[config.mk]
export PLATFORM = sky130hd
export DESIGN_NAME = sks_cell
export DESIGN_NICKNAME = d
export VERILOG_FILES = /design/src/hw/rtl/sks_pkg.sv /design/src/hw/rtl/sks_cell.sv
export SDC_FILE = /design/constraint.sdc
export NUM_CORES = 1
export LEC_CHECK = 0
export ABC_AREA = 1
export BUFFER_PORTS_ARGS = -buffer_cell sky130_fd_sc_hd__buf_4
export CAP_MARGIN = 25
export CORE_ASPECT_RATIO = 0.9
export CORE_MARGIN = 2
export CORE_UTILIZATION = 52
export CTS_BUF_LIST = sky130_fd_sc_hd__clkbuf_8
export DETAILED_ROUTE_END_ITERATION = 16
export PLACE_DENSITY_LB_ADDON = 0.2
export SLEW_MARGIN = 0
export SYNTH_ARGS = -nofsm -noshare
export SYNTH_HDL_FRONTEND = slang
export SYNTH_SLANG_ARGS = --single-unit
export TNS_END_PERCENT = 20
[constraint.sdc]
create_clock -name i_clk -period 2.9 [get_ports i_clk]
set_input_delay 0.725 -clock i_clk [delete_from_list [all_inputs] [get_ports i_clk]]
set_output_delay 0.725 -clock i_clk [all_outputs]
set_load 0.01 [all_outputs]
[src/hw/rtl/sks_pkg.sv]
package sks_pkg;

    localparam int KEY_W  = 16;
    localparam int ACT_W  = 2;
    localparam int STAT_W = 2;
    localparam int ECNT_W = 11;

    // operation codes
    localparam logic [ACT_W-1:0] ACT_MEMBER = 2'd0;
    localparam logic [ACT_W-1:0] ACT_INSERT = 2'd1;
    localparam logic [ACT_W-1:0] ACT_DELETE = 2'd2;

    // result status codes
    localparam logic [STAT_W-1:0] STAT_MISS = 2'd0;
    localparam logic [STAT_W-1:0] STAT_HIT  = 2'd1;
    localparam logic [STAT_W-1:0] STAT_FULL = 2'd2;

    typedef struct packed {
        logic [ACT_W-1:0] action;
        logic [KEY_W-1:0] key;
    } t_in;

    typedef struct packed {
        logic [STAT_W-1:0] status;
        logic [ECNT_W-1:0] entry_count;
    } t_out;

    typedef enum logic [1:0] {
        SH_NONE,
        SH_RIGHT,
        SH_LEFT
    } t_shift;

    typedef struct packed {
        logic             cmp;
        t_shift           shift;
        logic [KEY_W-1:0] key;
    } t_cell_ctl;

    typedef enum logic [2:0] {
        S_IDLE,
        S_CMP,
        S_SRCH,
        S_APPLY,
        S_OUT
    } t_state;

endpackage

[src/hw/rtl/sks_cell.sv]
module sks_cell (
    input  logic                     i_clk,
    input  logic                     i_rst_n,
    input  sks_pkg::t_cell_ctl       i_ctl,
    input  logic                     i_valid,
    input  logic [sks_pkg::KEY_W-1:0] i_left_key,
    input  logic                     i_left_lt,
    input  logic [sks_pkg::KEY_W-1:0] i_right_key,
    output logic [sks_pkg::KEY_W-1:0] o_key,
    output logic                     o_lt,
    output logic                     o_eq
);
    import sks_pkg::*;

    logic [KEY_W-1:0] r_key;
    logic             r_lt;
    logic             r_eq;

    always_ff @(posedge i_clk) begin
        if (!i_rst_n) begin
            r_lt <= 1'b0;
            r_eq <= 1'b0;
        end else if (i_ctl.cmp) begin
            r_lt <= i_valid && (r_key < i_ctl.key);
            r_eq <= i_valid && (r_key == i_ctl.key);
        end
    end

    // cells at or past the insert/delete point move one place
    always_ff @(posedge i_clk) begin
        unique case (i_ctl.shift)
            SH_RIGHT: begin
                if (!r_lt) begin
                    r_key <= i_left_lt ? i_ctl.key : i_left_key;
                end
            end
            SH_LEFT: begin
                if (!r_lt) begin
                    r_key <= i_right_key;
                end
            end
            SH_NONE: begin
                r_key <= r_key;
            end
            default: begin
                r_key <= r_key;
            end
        endcase
    end

    assign o_key = r_key;
    assign o_lt  = r_lt;
    assign o_eq  = r_eq;

endmodule

==> flow_metrics.py <==
metrics = {
    "run": {
        "max_cap_viol_count": 0,
    },
    "timing": {
        "period_needed_ps": 1800,
        "clock_skew_ps": 1.58,
        "timing_worst_slew_pin_value_ps": 468,
        "report.final.hold_viol_count": 0,
        "number_of_setup_violations_in_the_final_report": 0,
        "timing.max_slew.rel_slack_pct": 68.8,
        "report.final.slew_viol_count": 0,
        "grt_setup_unrepaired": "false",
        "fmax_ghz": 0.557,
        "final_min_period_over_clock_period_pct": 61.9,
        "totalNegativeSetupSlack_ps": 0,
        "worst_slack_on_hold_paths_ps": 475,
    },
    "status": {
        "run_status": "complete, no violations",
    },
    "routing": {
        "drt_drc_violations_left": 0,
        "wl_per_cell_um": 10.7,
        "routed-via-count": 1343,
        "route.final.wire_length_mm": 3.05,
        "detail_route.iter0.violations": 14,
        "drtPass1Iterations": 4,
        "avgViaCountPerCell": 4.70,
        "drt.antenna.violating_nets": 0,
    },
    "synthesis": {
        "ys_seq_area_share_pct": 34.4,
        "mappedNetlistNets": 245,
        "synth_largest_type_area_fraction_pct": 31.7,
        "async_flop_share_pct": 0,
        "netlist_top_cells_area": "sky130_fd_sc_hd__edfxtp_1 (32%), sky130_fd_sc_hd__ha_1 (13%), sky130_fd_sc_hd__o211ai_2 (11%)",
        "post_synth_num_cell_types": 25,
        "yosysTopAreaCell": "sky130_fd_sc_hd__edfxtp_1",
        "synth_enable_flop_cells": 16,
        "synth_area_per_cell_um2": 8.70,
        "yosys_most_used_dff": "sky130_fd_sc_hd__edfxtp_1",
        "area_of_the_mapped_netlist_um2": 1510,
        "ys.warnings.count": 0,
        "netlist_instances": 174,
        "number_of_register_bits_inferred_by_synthesis": 18,
    },
    "cts": {
        "post_cts_resized": 0,
        "cts.root.buffer_cell": "sky130_fd_sc_hd__clkbuf_8",
        "clock_transition_at_path_regs_ps": 60,
        "insertion_delay_ps": 250,
        "clock_tree.buffer_depth": 2,
        "cts_setup_buffers": 0,
        "cts_h_tree_depth": 1,
        "clock_tree_from_tritoncts": "yes",
        "cts_hold_repair.buffers": 0,
        "numClockSinks": 18,
        "tritoncts.num_buffers": 3,
    },
    "floorplan": {
        "rows": 18,
        "io_pins": 73,
        "core_region_area_um2": 2750,
        "die_w_um": 60.9,
        "initial_utilization_pct": 55.1,
        "die_area_um2": 3360,
        "die_y_um": 55.2,
    },
    "critical_path": {
        "critical_path.cell_chain": "buf_4 -> or2_2 -> a21oi_2 -> buf_4",
        "critical_path_arrival_ps": 1760,
        "crit_required_ps": 2860,
        "type_of_the_worst_setup_path": "in -> reg",
        "cp-start-kind": "input port",
        "crit_path_max_incr_delay_ps": 380,
        "timing.critical_path.mode_cell": "sky130_fd_sc_hd__buf_4",
        "critical_path.max_fanout": 7,
        "worst_path_max_delay_cell": "sky130_fd_sc_hd__a21oi_2",
        "crit_path_end_kind": "register",
    },
    "global_routing": {
        "global_route.usage.total_pct": 18.0,
        "grt_start_max_net_pins": 33,
        "grt-ovfl-total": 0,
        "grt_pass1_wl_mm": 4.45,
        "number_of_global_route_vias_before_repair": 1112,
        "number_of_antenna_violations_at_the_first_check_in_global_routing": 0,
    },
    "finish": {
        "layout-drive-gt1-share_pct": 45.1,
        "synthToLayoutAreaGrowth_pct": 40.2,
        "layout.filler_cells": 223,
        "layout.cells.most_common": "sky130_fd_sc_hd__buf_4",
        "num_antenna_cells": 0,
        "nets": 318,
        "mostFrequentLayoutCells": "sky130_fd_sc_hd__buf_4 (75), sky130_fd_sc_hd__nand2_1 (40), sky130_fd_sc_hd__inv_1 (38)",
        "finish.utilization_pct": 77.3,
    },
    "place": {
        "place.detailed.hpwl_mm": 2.53,
        "buffer_ports.inserted": 72,
        "gp_congestion": 0.739,
    },
    "power": {
        "cellPowerDensity_nw_per_um2": 365,
        "static-leakage-power_uw": 0.00112,
        "peakVddDrop_mv": 0.392,
    },
    "worst_hold_path": {
        "timing.hold.worst.class": "reg -> reg",
    },
}
==> synthesized netlist by cell type, types with 2 or more instances <==
master and instances:
sky130_fd_sc_hd__a21oi_1 7, sky130_fd_sc_hd__buf_2 2, sky130_fd_sc_hd__buf_6 4, sky130_fd_sc_hd__dfxtp_1 2
sky130_fd_sc_hd__edfxtp_1 16, sky130_fd_sc_hd__ha_1 16, sky130_fd_sc_hd__inv_1 38, sky130_fd_sc_hd__nand2_1 40
sky130_fd_sc_hd__nand3_1 2, sky130_fd_sc_hd__nor2_1 6, sky130_fd_sc_hd__nor3_1 2, sky130_fd_sc_hd__o211ai_2 13
sky130_fd_sc_hd__o21ai_2 14
==> final timing paths <==
| kind | start | end | slack, ps | cells past startpoint |
|---|---|---|---|---|
| hold reg to reg | o_eq | o_eq | 480 | 2 |
| hold / removal | o_eq | o_eq | 480 | 2 |
| setup / recovery | i_ctl[16] | o_key[0] | 1100 | 4 |
| setup reg to reg | o_key[11] | o_lt | 1530 | 6 |
==> registers in the layout (all words and copies together), names as in the netlist <==
name   count
o_eq       1
o_lt       1
o_key     16
==> where the power goes <==
part | leakage [uW] | total (uW) | internal (uW) | switching [uW]
clock | 0.0000288 | 199 | 120 | 78.9
sequential | 0.000170 | 325 | 312 | 13.0
combinational | 0.000923 | 251 | 131 | 119
==> stage by stage <==
step / setup slack, ps / std cells / instance area [um2] / total power, uW
global placement: 861 / 282 / 2070 / 578
detailed placement: 835 / 282 / 2070 / 584
global route: 1050 / 286 / 2120 / 825
CTS: 1100 / 286 / 2120 / 784
floorplan: 761 / 174 / 1510 / 472
finish: 1100 / 286 / 2120 / 775
==> kinds of logic (layout without fill, tap and decap cells) <==
group           count (synthesis)  count (layout)  synth area share (%)
flops                          18              18                  34.4
fa+ha+maj                      16              16                  13.2
compound gates                 40              40                  24.4
buf+inv                        46             118                  13.6
simple gates                   54              54                  14.5
==> critical path: cells and delay by family <==
family,cells,cell delay (ps)
AO/OA/AOI/OAI,1,380
buffers and inverters,2,350
AND/OR/NAND/NOR,1,300
==> metal layers <==
| metal | track usage [%] | share of wire [%] | vias up |
|---|---|---|---|
| li1 | - | - | 720 |
| met1 | 19.7 | 44 | 581 |
| met2 | 35.1 | 49 | 40 |
| met3 | 5.58 | 6.4 | 2 |
| met4 | 2.17 | 0.56 | 0 |
| met5 | 0 | 0 | - |
==> final cells by class <==
cell class                      instances  area [um2]  area share (%)
Multi-Input combinational cell        110         788            37.1
Clock buffer                            4        55.1            2.59
Sequential cell                        18         520            24.5
Inverter                               39         146            6.89
Timing Repair Buffer                   75         563            26.5
Tap cell                               40        50.0            2.36
Power figures use the tool's default switching activity.
