`config.mk`:
```
export PLATFORM = sky130hd
export DESIGN_NAME = sks_or_tree
export DESIGN_NICKNAME = d
export VERILOG_FILES = /design/src/hw/rtl/sks_pkg.sv /design/src/hw/rtl/sks_or_tree.sv
export SDC_FILE = /design/constraint.sdc
export NUM_CORES = 1
export LEC_CHECK = 0
export BUFFER_PORTS_ARGS = -buffer_cell sky130_fd_sc_hd__buf_4
export CAP_MARGIN = 20
export CORE_AREA = 2 2 39 41
export CTS_CLUSTER_SIZE = 14
export DETAILED_ROUTE_END_ITERATION = 7
export DIE_AREA = 0 0 41 43
export PLACE_DENSITY = 0.4
export SYNTH_ARGS = -nofsm -noshare
export SYNTH_HDL_FRONTEND = slang
export SYNTH_SLANG_ARGS = --single-unit
```
`constraint.sdc`:
```
create_clock -name i_clk -period 1.35 [get_ports i_clk]
set_clock_uncertainty 0.15 [all_clocks]
set_input_delay 0.27 -clock i_clk [delete_from_list [all_inputs] [get_ports i_clk]]
set_output_delay 0.27 -clock i_clk [all_outputs]
set_load 0.03 [all_outputs]
```
`src/hw/rtl/sks_pkg.sv`:
```
package sks_pkg;

    localparam int KEY_W  = 16;
    localparam int ACT_W  = 2;
    localparam int STAT_W = 2;
    localparam int ECNT_W = 11;

    // operation codes
    localparam logic [ACT_W-1:0] ACT_MEMBER = 2'd0;
    localparam logic [ACT_W-1:0] ACT_INSERT = 2'd1;
    localparam logic [ACT_W-1:0] ACT_DELETE = 2'd2;

    // result status codes
    localparam logic [STAT_W-1:0] STAT_MISS = 2'd0;
    localparam logic [STAT_W-1:0] STAT_HIT  = 2'd1;
    localparam logic [STAT_W-1:0] STAT_FULL = 2'd2;

    typedef struct packed {
        logic [ACT_W-1:0] action;
        logic [KEY_W-1:0] key;
    } t_in;

    typedef struct packed {
        logic [STAT_W-1:0] status;
        logic [ECNT_W-1:0] entry_count;
    } t_out;

    typedef enum logic [1:0] {
        SH_NONE,
        SH_RIGHT,
        SH_LEFT
    } t_shift;

    typedef struct packed {
        logic             cmp;
        t_shift           shift;
        logic [KEY_W-1:0] key;
    } t_cell_ctl;

    typedef enum logic [2:0] {
        S_IDLE,
        S_CMP,
        S_SRCH,
        S_APPLY,
        S_OUT
    } t_state;

endpackage

```
`src/hw/rtl/sks_or_tree.sv`:
```
module sks_or_tree #(
    parameter int N = 16
) (
    input  logic         i_clk,
    input  logic         i_rst_n,
    input  logic         i_start,
    input  logic [N-1:0] i_leaf,
    output logic         o_done,
    output logic         o_any
);
    import sks_pkg::*;

    // radix-16 levels, each one registered
    localparam int LOG  = (N > 1) ? $clog2(N) : 1;
    localparam int NSTG = (LOG + 3) / 4;
    localparam int PADN = 1 << (4 * NSTG);

    function automatic int lvl_off(input int s);
        int acc;
        acc = 0;
        for (int j = 0; j < s; j++) begin
            acc = acc + (1 << (4 * (NSTG - j)));
        end
        return acc;
    endfunction

    localparam int TOT = lvl_off(NSTG) + 1;

    wire  [TOT-1:0]  w_tree;
    logic [NSTG:0]   r_vld;

    assign w_tree[PADN-1:0] = PADN'(i_leaf);

    for (genvar gs = 0; gs < NSTG; gs++) begin : g_lvl
        localparam int NOUT = 1 << (4 * (NSTG - gs - 1));
        localparam int IOFF = lvl_off(gs);
        localparam int OOFF = lvl_off(gs + 1);

        logic [NOUT-1:0] r_or;

        always_ff @(posedge i_clk) begin
            for (int n = 0; n < NOUT; n++) begin
                r_or[n] <= |w_tree[IOFF + n * 16 +: 16];
            end
        end

        assign w_tree[OOFF +: NOUT] = r_or;
    end

    // bit 0 lines up with the leaves, bit k with level k
    always_ff @(posedge i_clk) begin
        if (!i_rst_n) begin
            r_vld <= '0;
        end else begin
            r_vld <= (NSTG + 1)'({r_vld, i_start});
        end
    end

    assign o_done = r_vld[NSTG];
    assign o_any  = w_tree[TOT-1];

endmodule

```
==> results of run 1 <==
## worst min path at each step
| stage | end | slack (ps) | cells after the start |
|---|---|---|---|
| after global routing | r_vld[0] | 90 | 2 |
| after detailed placement | r_vld[1] | 280 | 1 |
| after CTS | r_vld[0] | 80 | 2 |
| after floorplan | o_any | 220 | 2 |
| after global placement | r_vld[1] | 270 | 1 |
| final | r_vld[0] | 90 | 2 |
## final cells by class
class	instances	share of cell area, %
multi-input cells	7	14.6
repair buffers	20	50.0
clock buffers	4	8.75
well taps	16	6.67
flip-flops and latches	3	20.0
## sequential cells by signal (all words and copies together), names as in the netlist
register and flops:
r_vld 2, o_any 1
## layout by cell type (no fill, tap or decap)
master / instances
dfxtp_1: 3
nand4_1: 1
nor4_1: 4
clkbuf_1: 1
and2_1: 2
clkbuf_4: 3
buf_4: 20
## through the flow
step | total power, W | hold WS, ps
3_3_place_gp | 0.000142 | 271
6_report | 0.000298 | 92.2
2_1_floorplan | 0.000100 | 223
5_1_grt | 0.000330 | 88.4
3_5_place_dp | 0.000143 | 277
4_1_cts | 0.000309 | 84.8
## routing by layer
layer  global-route usage (%)  share of wire [%]
met3                     9.42                 32
met1                     9.29                 42
met5                        0                  0
met2                     5.63                 25
met4                     4.00                  0
## power by group through the flow
stage               combinational (W)  sequential [W]  clock (W)
floorplan                  0.00000384       0.0000962          0
global placement            0.0000484       0.0000938          0
detailed placement          0.0000490       0.0000940          0
CTS                         0.0000490       0.0000926   0.000168
global route                0.0000527       0.0000926   0.000184
finish                      0.0000486       0.0000926   0.000157
## logic make-up after synthesis
group | after synthesis | share of synthesized area [%]
DFF | 3 | 57.8
and+or+nand+nor | 7 | 42.2
==> results.toml, run 1 <==
[worst_setup_path]
critPathMaxStageDelay_ps = 310
crit_arrival_ps = 690
reg2reg_from = "r_vld[0]"
slowest_stage = "dfxtp_1"
cp.depth = 1
rr_worst_depth = 1
cp_max_fo = 1
critPathKind = "reg2out"
reg2reg_to = "r_vld[1]"
crit_required_ps = 930
cp-startpoint = "r_vld[1]"
reg2reg_setup_slack_ps = 670
endpoint_kind = "output port"
crit_family = "flip-flops"
crit_end = "o_done"
worstPathCellList = "buf_4"
cp-start-kind = "register"
crit_buf_inv = 1

[floorplanning]
fp.dieW_microns = 41
die_h_microns = 43
rows = 14
start_util_pct = 7.50
core_sq_mm = 0.00138
dieArea_sq_mm = 0.00176
ios = 21

[clock_network]
post-cts-setup-buffers = 0
ctsResizeCount = 0
root_buffer = "clkbuf_4"
htree_levels = 1
cts_buffer_depth = 2
clk-insertion-delay-late_ps = 230
clk_pin_slew_worst_paths_ps = 40
clock_sinks = 3
cts_buffers = 3
cts_tree = "built"
hold_buffers = 0

[final_layout]
drive_gt1_share_pct = 67.6
post-route-util_pct = 21.7
design_area_sq_um = 300
layout.cells.non_filler = 50
multiInputGateArea_sq_um = 43.8
areaGrowthSynthToFinish_pct = 189
ff_latch_area_sq_um = 60.1
antennaDiodeCount = 0
fillCellCount = 160
layout.nets = 54

[sta]
slew_headroom_pct = 81.7
final.period_utilization_pct = 82.5
layout_min_cycle_time_ps = 1110
fin_setup_tns_ps = 0
rsz0062_at_grt = "no"
report.final.slew_viol_count = 0
postLayoutSetupSlackWorst_ps = 236
setup_viol = 0
max_slew.worst_pin.slew_ps = 272
hold_violations = 0
max_freq_ghz = 0.898

[placed_design]
placed_cell_area_sq_um = 274
io_buffers = 20
place_inst = 46
routabilityCongestion = 0.663
place_ws_ps = 252

[power]
sw_frac_of_total_pct = 19.8
p_comb_share_pct = 16.3
ir_drop_v = 0.000354
power_switching_w = 0.0000592
p_clk_share_pct = 52.7
leakage_nw = 0.143
pwr-share-seq_pct = 31.0
p_int_w = 0.000239
power.density_mw_per_mm2 = 994

[drt]
first_pass_iters = 2
vias = 180
via_per_inst = 3.60
routed_wl_microns = 529
drt_iter0_drc = 1
wire_per_inst_microns = 10.6
drc = 0
ant_nets = 0

[min_path]
hp-start = "i_start"
hp-class = "in2reg"

[logic_synthesis]
yosysTopAreaCellShare_pct = 57.8
synth_seq_cells = 3
async_flop_share_pct = 0
syn_area_per_cell_sq_um = 10.4
yosysUniqueCellTypes = 4
yosys.area.top_type = "dfxtp_1"
ys.flop_type = "dfxtp_1"
synth_edf_count = 0
ys_top_cells_by_area = "dfxtp_1 (58%), nor4_1 (24%), and2_1 (12%)"
netlist_instances = 10
yosys_warnings = 0
syn_nets = 29
seq_area_frac_synth_pct = 57.8
syn-cell-area_sq_um = 104
yosysMostFrequentCell = "nor4_1"
yosys-top-cells-count = "nor4_1 (4), dfxtp_1 (3), and2_1 (2)"

[global_route]
grt_pass1_vias = 189
grt_usage_pct = 7.12
grt-ovfl-total = 0
antenna_found_initial = 0
grt_max_degree = 3
grt_pass1_wl_microns = 738

[flow_run]
cap_viol_max_count = 0

[outcome]
status = "completed"
Power figures use the tool's default switching activity.
==> run 2: changes to the inputs <==
PLACE_DENSITY = 0.41   (was 0.4)
clock period = 0.9 ns   (was 1.35 ns; I/O delays follow)
==> results.toml, run 2 (same netlist as run 1, synthesis figures left out) <==
[worst_setup_path]
critPathKind = "reg2out"
crit_family = "flip-flops"
cp_max_fo = 1
crit_required_ps = 570
slowest_stage = "dfxtp_2"
crit_buf_inv = 1
crit_arrival_ps = 670
critPathMaxStageDelay_ps = 320
cp-start-kind = "register"
worstPathCellList = "buf_6"
endpoint_kind = "output port"

[drt]
wire_per_inst_microns = 10.7
via_per_inst = 3.60
drt_iter0_drc = 1
drc = 0
routed_wl_microns = 535
ant_nets = 0
vias = 180
first_pass_iters = 2

[clock_network]
post-cts-setup-buffers = 0
clock_sinks = 3
root_buffer = "clkbuf_4"
cts_buffer_depth = 2
cts_buffers = 3
clk-insertion-delay-late_ps = 230
clk_pin_slew_worst_paths_ps = 40
cts_tree = "built"
htree_levels = 1

[final_layout]
design_area_sq_um = 310
areaGrowthSynthToFinish_pct = 199
largest_register_ffs = 2
final_common_cell = "buf_4"
largest_register = "r_vld"
layout.nets = 54
layout_common_cells = "buf_4 (18), nor4_1 (4), clkbuf_4 (3)"
antennaDiodeCount = 0
drive_gt1_share_pct = 73.5
ff_latch_area_sq_um = 62.6
fillCellCount = 160
post-route-util_pct = 22.4
multiInputGateArea_sq_um = 43.8
layout.cells.non_filler = 50

[floorplanning]
fp.dieW_microns = 41
rows = 14
die_h_microns = 43
dieArea_sq_mm = 0.00176
core_sq_mm = 0.00138
ios = 21
start_util_pct = 7.50

[sta]
report.final.slew_viol_count = 0
layout_min_cycle_time_ps = 1000
max_slew.worst_pin.slew_ps = 273
postLayoutSetupSlackWorst_ps = -100
final.period_utilization_pct = 111
hold_violations = 1
whs_ps = -0.724
setup_viol = 2
max_freq_ghz = 1.00
slew_headroom_pct = 81.6
rsz0062_at_grt = "yes"

[outcome]
status = "finished, violations left"
violations = "negative hold slack, negative setup slack"

[placed_design]
routabilityCongestion = 0.667
io_buffers = 20
place_inst = 46
placed_cell_area_sq_um = 274
place_ws_ps = -108

[global_route]
grt_usage_pct = 7.12
grt_max_degree = 3
grt_pass1_vias = 178
antenna_found_initial = 0
grt-ovfl-total = 0
grt_pass1_wl_microns = 772

[power]
ir_drop_v = 0.000840
power.density_mw_per_mm2 = 1450
leakage_nw = 0.146

[min_path]
hp-class = "in2reg"

[flow_run]
cap_viol_max_count = 0
==> run 2: cell count changes in the layout (fill, tap and decap cells not counted) <==
cell,change
dfxtp_2,+2
buf_6,+2
buf_4,-2
dfxtp_1,-2
==> run 2: what timing repair did <==
action | 4_1_cts | 5_1_grt
hold endpoints to repair | 1 | 0
pin swaps | 0 | 0
setup endpoints to repair | 2 | 2
resized for setup | 4 | 0
==> run 2: per-layer routing <==
metal	wire length, microns	global-route usage, %	vias up
met5	0	0	-
met4	0	0	0
met3	169	9.95	0
met2	138	6.88	23
met1	228	9.62	70
li1	-	-	87
==> run 2: final cells by class <==
type	instances	share of cell area (%)
Tap cell	16	6.45
Multi-Input combinational cell	7	14.1
Clock buffer	4	8.47
Timing Repair Buffer	20	50.8
Sequential cell	3	20.2
==> run 2: final timing paths <==
| check | startpoint | to | slack [ps] | cells past startpoint |
|---|---|---|---|---|
| worst max-delay path | r_vld[1] | o_done | -100 | 1 |
| worst min-delay path | i_start | r_vld[0] | -0.7 | 2 |
| worst max register to register | r_vld[0] | r_vld[1] | 220 | 1 |
| worst min register to register | r_vld[0] | r_vld[1] | 280 | 1 |
==> run 2: metrics by stage <==
stage	TNS (ps)	hold slack [ps]	total power, W
finish	-199	-0.724	0.000450
global placement	-92.7	226	0.000213
detailed placement	-108	238	0.000214
CTS	-217	-3.29	0.000459
floorplan	0	133	0.000150
global route	-255	2.68	0.000486
==> run 2: power breakdown <==
part	internal [W]	switching [W]
logic	0.0000558	0.0000179
registers	0.000138	0.00000129
clock network	0.000166	0.0000704
total	0.000360	0.0000896
